[src/crbb_pkg.sv]
`timescale 1ns / 1ps

package crbb_pkg;

  localparam int COLOR_W         = 24;
  localparam int BOX_W           = 12;
  localparam int SLOT_W          = 8;
  localparam int COUNT_W         = 9;

  localparam int MAX_REGIONS_DEF = 256;
  localparam int COORD_WIDTH_DEF = 12;

  typedef enum logic {
    OP_RECORD = 1'b0,
    OP_READ   = 1'b1
  } op_e;

  typedef enum logic [1:0] {
    S_IDLE,
    S_SEARCH,
    S_READ,
    S_DONE
  } state_e;

  typedef struct packed {
    op_e                operation;
    logic [COLOR_W-1:0] color;
    logic [BOX_W-1:0]   row;
    logic [BOX_W-1:0]   column;
    logic [SLOT_W-1:0]  slot;
  } req_t;

  typedef struct packed {
    logic [SLOT_W-1:0]  entry_slot;
    logic               is_new;
    logic               table_full;
    logic               entry_valid;
    logic [COLOR_W-1:0] entry_color;
    logic [BOX_W-1:0]   box_top;
    logic [BOX_W-1:0]   box_bottom;
    logic [BOX_W-1:0]   box_left;
    logic [BOX_W-1:0]   box_right;
    logic [COUNT_W-1:0] entry_count;
  } rsp_t;

endpackage

[src/crbb_seq.sv]
`timescale 1ns / 1ps

module crbb_seq import crbb_pkg::*; #(
  parameter int MAX_REGIONS = MAX_REGIONS_DEF,
  parameter int COORD_WIDTH = COORD_WIDTH_DEF,
  parameter int AW          = 8,
  parameter int EW          = 72
) (
  input  logic          clk_i,
  input  logic          rst_ni,
  input  logic          in_valid_i,
  output logic          in_ready_o,
  input  req_t          in_req_i,
  output logic          done_o,
  output rsp_t          result_o,
  input  logic          take_i,
  output logic          mem_we_o,
  output logic [AW-1:0] mem_waddr_o,
  output logic [EW-1:0] mem_wdata_o,
  output logic          mem_re_o,
  output logic [AW-1:0] mem_raddr_o,
  input  logic [EW-1:0] mem_rdata_i
);

  localparam int TW   = $clog2(MAX_REGIONS + 1);
  localparam int CW   = (COORD_WIDTH < BOX_W) ? COORD_WIDTH : BOX_W;
  // entry layout, low to high: right, left, bottom, top, colour
  localparam int L_LO = CW;
  localparam int B_LO = 2 * CW;
  localparam int T_LO = 3 * CW;
  localparam int C_LO = 4 * CW;

  state_e             state_q, state_d;
  logic [COLOR_W-1:0] color_q, color_d;
  logic [CW-1:0]      row_q, row_d;
  logic [CW-1:0]      col_q, col_d;
  logic [SLOT_W-1:0]  slot_q, slot_d;
  logic [TW-1:0]      k_q, k_d;
  logic [AW-1:0]      kr_q, kr_d;
  logic               rvalid_q, rvalid_d;
  logic [TW-1:0]      total_q, total_d;
  rsp_t               result_q, result_d;

  logic [COLOR_W-1:0] rd_color;
  logic [CW-1:0]      rd_top, rd_bottom, rd_left, rd_right;
  logic [CW-1:0]      up_top, up_bottom, up_left, up_right;
  logic               hit;
  logic [EW-1:0]      upd_entry, new_entry;

  assign rd_color  = mem_rdata_i[C_LO +: COLOR_W];
  assign rd_top    = mem_rdata_i[T_LO +: CW];
  assign rd_bottom = mem_rdata_i[B_LO +: CW];
  assign rd_left   = mem_rdata_i[L_LO +: CW];
  assign rd_right  = mem_rdata_i[0 +: CW];

  assign hit       = rvalid_q && (rd_color == color_q);

  assign up_top    = (row_q < rd_top)    ? row_q : rd_top;
  assign up_bottom = (row_q > rd_bottom) ? row_q : rd_bottom;
  assign up_left   = (col_q < rd_left)   ? col_q : rd_left;
  assign up_right  = (col_q > rd_right)  ? col_q : rd_right;

  assign upd_entry = {color_q, up_top, up_bottom, up_left, up_right};
  assign new_entry = {color_q, row_q, row_q, col_q, col_q};

  always_ff @(posedge clk_i or negedge rst_ni) begin
    if (!rst_ni) begin
      state_q  <= S_IDLE;
      k_q      <= '0;
      rvalid_q <= 1'b0;
      total_q  <= '0;
    end else begin
      state_q  <= state_d;
      k_q      <= k_d;
      rvalid_q <= rvalid_d;
      total_q  <= total_d;
    end
  end

  always_ff @(posedge clk_i) begin
    color_q  <= color_d;
    row_q    <= row_d;
    col_q    <= col_d;
    slot_q   <= slot_d;
    kr_q     <= kr_d;
    result_q <= result_d;
  end

  always_comb begin
    state_d     = state_q;
    color_d     = color_q;
    row_d       = row_q;
    col_d       = col_q;
    slot_d      = slot_q;
    k_d         = k_q;
    kr_d        = kr_q;
    rvalid_d    = rvalid_q;
    total_d     = total_q;
    result_d    = result_q;
    mem_we_o    = 1'b0;
    mem_waddr_o = kr_q;
    mem_wdata_o = upd_entry;
    mem_re_o    = 1'b0;
    mem_raddr_o = k_q[AW-1:0];

    case (state_q)
      S_IDLE: begin
        if (in_valid_i) begin
          color_d = in_req_i.color;
          row_d   = in_req_i.row[CW-1:0];
          col_d   = in_req_i.column[CW-1:0];
          slot_d  = in_req_i.slot;
          if (in_req_i.operation == OP_READ) begin
            if (32'(in_req_i.slot) < 32'(total_q)) begin
              mem_re_o    = 1'b1;
              mem_raddr_o = AW'(in_req_i.slot);
              state_d     = S_READ;
            end else begin
              result_d             = '0;
              result_d.entry_slot  = in_req_i.slot;
              result_d.entry_count = COUNT_W'(total_q);
              state_d              = S_DONE;
            end
          end else begin
            // empty table: go straight to the append decision
            mem_re_o    = (total_q != '0);
            mem_raddr_o = '0;
            rvalid_d    = (total_q != '0);
            k_d         = (total_q != '0) ? TW'(1) : '0;
            kr_d        = '0;
            state_d     = S_SEARCH;
          end
        end
      end

      S_SEARCH: begin
        if (hit) begin
          mem_we_o             = 1'b1;
          mem_waddr_o          = kr_q;
          mem_wdata_o          = upd_entry;
          result_d             = '0;
          result_d.entry_slot  = SLOT_W'(kr_q);
          result_d.entry_valid = 1'b1;
          result_d.entry_color = color_q;
          result_d.box_top     = BOX_W'(up_top);
          result_d.box_bottom  = BOX_W'(up_bottom);
          result_d.box_left    = BOX_W'(up_left);
          result_d.box_right   = BOX_W'(up_right);
          result_d.entry_count = COUNT_W'(total_q);
          rvalid_d             = 1'b0;
          state_d              = S_DONE;
        end else if (k_q == total_q) begin
          result_d = '0;
          rvalid_d = 1'b0;
          state_d  = S_DONE;
          if (total_q == TW'(MAX_REGIONS)) begin
            result_d.table_full  = 1'b1;
            result_d.entry_count = COUNT_W'(total_q);
          end else begin
            mem_we_o             = 1'b1;
            mem_waddr_o          = total_q[AW-1:0];
            mem_wdata_o          = new_entry;
            total_d              = total_q + TW'(1);
            result_d.entry_slot  = SLOT_W'(total_q);
            result_d.is_new      = 1'b1;
            result_d.entry_valid = 1'b1;
            result_d.entry_color = color_q;
            result_d.box_top     = BOX_W'(row_q);
            result_d.box_bottom  = BOX_W'(row_q);
            result_d.box_left    = BOX_W'(col_q);
            result_d.box_right   = BOX_W'(col_q);
            result_d.entry_count = COUNT_W'(total_q + TW'(1));
          end
        end else begin
          mem_re_o    = 1'b1;
          mem_raddr_o = k_q[AW-1:0];
          kr_d        = k_q[AW-1:0];
          k_d         = k_q + TW'(1);
          rvalid_d    = 1'b1;
        end
      end

      S_READ: begin
        result_d             = '0;
        result_d.entry_slot  = slot_q;
        result_d.entry_valid = 1'b1;
        result_d.entry_color = rd_color;
        result_d.box_top     = BOX_W'(rd_top);
        result_d.box_bottom  = BOX_W'(rd_bottom);
        result_d.box_left    = BOX_W'(rd_left);
        result_d.box_right   = BOX_W'(rd_right);
        result_d.entry_count = COUNT_W'(total_q);
        state_d              = S_DONE;
      end

      S_DONE: begin
        if (take_i) begin
          state_d = S_IDLE;
        end
      end

      default: begin
        state_d = S_IDLE;
      end
    endcase
  end

  assign in_ready_o = (state_q == S_IDLE);
  assign done_o     = (state_q == S_DONE);
  assign result_o   = result_q;

endmodule

[config.mk]
export PLATFORM = sky130hd
export DESIGN_NAME = crbb_seq
export DESIGN_NICKNAME = d
export VERILOG_FILES = /design/src/crbb_pkg.sv /design/src/crbb_seq.sv
export SDC_FILE = /design/constraint.sdc
export NUM_CORES = 1
export LEC_CHECK = 0
export BUFFER_PORTS_ARGS = -buffer_cell sky130_fd_sc_hd__clkbuf_2
export CAP_MARGIN = 20
export CORE_MARGIN = 3
export CORE_UTILIZATION = 35
export CTS_BUF_LIST = sky130_fd_sc_hd__clkbuf_8
export DETAILED_ROUTE_END_ITERATION = 12
export PLACE_DENSITY_LB_ADDON = 0.08
export SYNTH_ARGS = -nofsm -noshare
export SYNTH_HDL_FRONTEND = slang
export SYNTH_SLANG_ARGS = --single-unit
[constraint.sdc]
create_clock -name clk_i -period 9.8 [get_ports clk_i]
set_input_delay 1.96 -clock clk_i [delete_from_list [all_inputs] [get_ports clk_i]]
set_output_delay 1.96 -clock clk_i [all_outputs]
set_load 0.02 [all_outputs]
* Word-level counts from Yosys, hierarchy flattened *
Index checks and enable logic that the tools add are counted.

storage, ports and cells
  bits in registers = 177
  bits in latches = 0
  bits in writable memories = 0
  memory bits (read-only) = 0
  input bits = 133
  output and inout bits = 184
  word-level logic and storage cells = 109
  memories kept = 0

operators by class
  add/subtract/negate cells = 2
  multipliers = 0
  div/mod/pow operators = 0
  order comparisons = 5
  equal/unequal tests = 14
  shifts and indexed selects = 0
  multiplexer cells = 57
  bitwise operators = 1
  reductions and logical operators = 11

operator list
  cell                   count
  $mux W92               5
  $pmux W92 S3           1
  $mux W48               4
  $mux W8                12
  $mux W73               1
  $mux W9                6
  $mux W12               4
  $eq A24 B24 Y1         1
  $gt A12 B12 Y1         2
  $lt A12 B12 Y1         2
  $add A9 B1 Y9 const B  2
  $pmux W9 S2            1
  $pmux W8 S2            1
  $mux W1                14
  $mux W2                5
  $ne A2 B2 Y1 const B   5
  $reduce_and A5 Y1      2
  $eq A9 B9 Y1           1
  $eq A9 B9 Y1 const B   1
  $lt A8 B9 Y1           1
  $reduce_and A3 Y1      3
  $reduce_bool A9 Y1     1
  $pmux W2 S4            1
  $eq A2 B2 Y1 const B   2
  10 further kinds       12

* Logic depth before layout (Yosys ltp) *
  depth after elaboration = 6
  depth in mapped cells = 11
  mapped depth without buffers = 9

* Least setup slack after synthesis *
No wires, ideal clock.

  path type = input to register
  start point = in mem_rdata_i[55]
  end point = reg result_q, in the netlist result_o[0], enable pin
  setup time = 0.574 ns
  arrival = 7.790 ns
  data required time = 9.226 ns
  path slack = 1.437 ns
  stages on the path = 7
  path buffers = 1
  cells stage by stage = xnor2_1 -> nand4_1 -> or4_1 -> buf_2 -> o211ai_1 -> nand2_1 -> a21oi_1

on the way
  longest elaborated chain between the ends = 4

ends and longest elaborated chain
  element                             line            RTL
  from (decl)                         crbb_seq.sv:22  input logic [EW-1:0] mem_rdata_i
  $eq A24 B24 Y1                      crbb_seq.sv:56  assign hit = rvalid_q && (rd_color == color_q);
  $logic_and A1 B1 Y1                 crbb_seq.sv:56
  $ne A3 B3 Y1 (no source line)       --
  $reduce_and A5 Y1 (no source line)  --
  to (signal assigned)                crbb_seq.sv:86  result_q <= result_d;
  to (decl)                           crbb_seq.sv:42  rsp_t result_q, result_d;

No other way between the ends.
A chain may end at the register's enable or synchronous reset.

* Final worst setup path *
  start point = in mem_rdata_i[65]
  end point = out mem_wdata_o[29]

on the way
  longest elaborated chain between the ends = 4

ends and longest elaborated chain
  element              line             RTL
  $eq A24 B24 Y1       crbb_seq.sv:56
  $logic_and A1 B1 Y1  crbb_seq.sv:56
  $mux W48             crbb_seq.sv:137  if (hit) begin
  $mux W48             crbb_seq.sv:106  case (state_q)
  to (decl)            crbb_seq.sv:19   output logic [EW-1:0] mem_wdata_o,

No other way between the ends.

==> summary.md <==
| Metric | Value |
|---|---|
| Status | `finished, final reports clean` |
| Fin crit share | `71.0%` |
| Setup TNS | `0 ns` |
| Clock transition at path regs | `0.10 ns` |
| Clock power frac | `14.4%` |
| I/O Pins | `317` |
| Post-CTS Resized | `0` |
| Initial Util | `35.8%` |
| Ys flop type | `edfxtp_1` |
| Sink Count | `177` |
| Internal power | `2.08 mW` |
| Pwr Density | `289 nW/um^2` |
| Max Cap Viol | `0` |
| Die Wd | `183 um` |
| Antenna fix cells | `0` |
| Tmin final | `6.96 ns` |
| CTS tree | `built` |
| Syn Nets | `1223` |
| Final wirelength | `38000 um` |
| Slack of the worst reg-to-reg path | `6.10 ns` |
| Leakage | `5.80 nW` |
| Aggregate global routing overflow | `0` |
| First-pass GRT wire length | `56900 um` |
| Worst R2R Start | `color_q[17]$_DFFE_PP_` |
| DR WL/cell | `22.0 um` |
| Nature of the critical path startpoint | `input pin` |
| Cell count after synthesis | `1029` |
| Routed via count | `9643` |
| Crit path DAT | `5.00 ns` |
| Peak VDD IR | `0.224 mV` |
| Fin nets | `1514` |
| Buffers added on ports | `316` |
| Die Area | `33600 sq um` |
| Post-synth EDFFs | `156` |
| Hold WC Path Type | `flop to flop` |
| Critical Path Sink | `mem_wdata_o[29]` |
| Fin. Hold Viols | `0` |
| Flop pwr share | `35.0%` |
| DIE HEIGHT | `183 um` |
| Layout cell share with drive strength beyond 1 | `32.0%` |
| Placed inst area | `13000 sq um` |
| Asr flop ratio synth | `11.9%` |
| Core box area | `30700 sq um` |
| Routability Congestion | `0.861` |
| DR iter-0 viols | `694` |
| Worst Reg2Reg Path Length in Cells | `7` |
| RSZ-0062 raised after global routing | `false` |
| Post-Syn Area | `11000 sq um` |
| Row count | `64` |
| Final Cell Area | `13400 sq um` |
| Ys Warns | `0` |
| Commonest cells after routing, fill and taps aside | `clkbuf_2, edfxtp_1, nand2_1` |
| Synthesized flop and latch total | `177` |
| Post-cts hold buffer count | `0` |
| Area delta synth->final | `21.6%` |
| Fill cells | `3025` |
| Global-route usage over all layers | `22.2%` |
| Post-DP HPWL | `27000 um` |
| Clk_skew | `0.0188 ns` |
| Setup violators final | `0` |
| Largest net degree at the start of global routing | `58` |
| # DRC | `0` |
| Sw Share | `46.1%` |
| Sequential share of the synthesized area | `47.4%` |
| P_sw | `1.78 mW` |
| Crit. End Element | `output port` |
| Vias in the first global route | `9465` |
| Most common cell after layout, fill and taps aside | `clkbuf_2` |
| Later-pin clock latency in the skew report | `0.50 ns` |
| Syn_area_per_cell | `10.7 sq um` |
| Worst EP required | `7.84 ns` |
| Via/cell ratio | `5.58` |
| Max_slew headroom | `23.2%` |
| Num CTS Buffers | `17` |
| Worst setup startpoint | `mem_rdata_i[65]` |
| Initial antenna violation count | `0` |
| Maximum clock frequency | `0.144 GHz` |
| Clock buffer depth | `2` |
| Count of different cell masters after synthesis | `81` |
| CTS Root Buffer Type | `clkbuf_8` |
| Post-DRT Antenna Nets | `0` |
| Crit-path max FO | `18` |
| Worst flop-to-flop path endpoint | `result_o[11]$_DFFE_PP_` |
| Drt pass-1 iters | `5` |
| Post-CTS Setup Repair Bufs | `0` |
| Worst-Margin Slew | `1.15 ns` |
| Slew Limit Fails | `0` |
| Setup Crit Path Kind | `input pin to output port` |
| H-Tree Depth | `4` |
| Combinational fraction of design power | `50.5%` |
## metal layers
layer | share of wire, % | vias to the layer above | GRT usage [%]
met4 | 2.3 | 0 | 7.77
met5 | 0 | - | 0
li1 | - | 4510 | -
met1 | 44 | 4719 | 29.3
met3 | 6.9 | 48 | 5.00
met2 | 47 | 366 | 36.1
## cell usage after synthesis (7+ instances only)
cell	instances	area, sq um
ha_1	61	763
o311ai_0	8	70.1
nand3_1	32	160
a221oi_1	13	114
dfrtp_1	21	526
a22oi_1	30	225
a22o_1	25	219
nor2_1	73	274
o32ai_1	7	61.3
buf_2	9	45.0
a21oi_1	43	215
edfxtp_1	156	4680
mux2_4	15	225
xnor2_1	30	263
a21o_1	8	60.1
and2_1	10	62.6
o21ai_0	38	190
o21a_1	8	60.1
nand2_1	77	289
and3_1	20	125
o211ai_1	11	82.6
xor2_1	12	105
clkbuf_1	47	176
nor3_1	10	50.1
a221o_1	15	150
mux2i_1	16	160
inv_1	70	263
a31oi_1	7	43.8
mux2_2	23	259
nand4_1	19	119
nor4_1	8	50.1
## cells by family after synthesis
kind of cell | share of synthesized area [%]
adders and majority gates | 6.94
muxes | 5.96
AOI/OAI and AO/OA | 18.5
and+or+nand+nor | 12.8
xor gates and xnor gates | 3.34
DFF | 47.4
buffers and inverters | 5.03
## power by group through the flow
| stage | combinational [mW] | sequential, mW | clock, mW |
|---|---|---|---|
| after floorplan | 0.991 | 1.66 | 0 |
| after global placement | 1.96 | 1.37 | 0 |
| after detailed placement | 1.96 | 1.37 | 0 |
| after CTS | 1.97 | 1.36 | 0.574 |
| after global routing | 2.11 | 1.38 | 0.602 |
| final | 1.95 | 1.35 | 0.558 |
## sequential cells by signal, summed over array words and instances, names as in the netlist, 8 cells and up
| signal | flops |
|---|---|
| total_q | 9 |
| kr_q | 8 |
| row_q | 12 |
| k_q | 9 |
| color_q | 24 |
| slot_q | 8 |
| col_q | 12 |
| result_o | 92 |
## area by class of cell
class                      count  area, sq um  share of cell area (%)
clock inverter                15          183                    1.37
tap                          396          495                    3.70
timing repair buffer         336         1730                    12.9
inverter                      70          263                    1.96
clock buffer                  17          234                    1.75
multi-input combinational    718         5270                    39.4
sequential                   177         5210                    38.9
## worst max-delay path: stages
cell      delay (ns)
clkbuf_2        0.09
xor2_1          0.17
nor4_1          0.71
nand3_1         0.42
o211ai_4        0.62
and2b_2         0.48
mux2_2          0.39
clkbuf_2        0.16
## worst min path at each step
stage	endpoint	slack (ns)	cells after the start	startpoint
floorplan	rvalid_q$_DFFE_PN0P_	0.49	1	rvalid_q$_DFFE_PN0P_
global placement	rvalid_q$_DFFE_PN0P_	0.54	1	rvalid_q$_DFFE_PN0P_
detailed placement	rvalid_q$_DFFE_PN0P_	0.55	1	rvalid_q$_DFFE_PN0P_
CTS	rvalid_q$_DFFE_PN0P_	0.58	1	rvalid_q$_DFFE_PN0P_
global route	rvalid_q$_DFFE_PN0P_	0.61	1	rvalid_q$_DFFE_PN0P_
finish	rvalid_q$_DFFE_PN0P_	0.57	1	rvalid_q$_DFFE_PN0P_
## metrics by stage
stage	total power [mW]	util [%]	setup WS, ns	std cells	hold WS (ns)
after floorplan	2.65	-	1.44	1029	0.485
after global placement	3.33	42.1	2.80	1696	0.540
after detailed placement	3.34	42.1	2.78	1696	0.548
after CTS	3.90	43.5	2.80	1728	0.579
after global routing	4.10	43.5	2.54	1729	0.608
final	3.87	43.5	2.84	1729	0.570
Note: power is estimated with default switching activity, not from simulation.
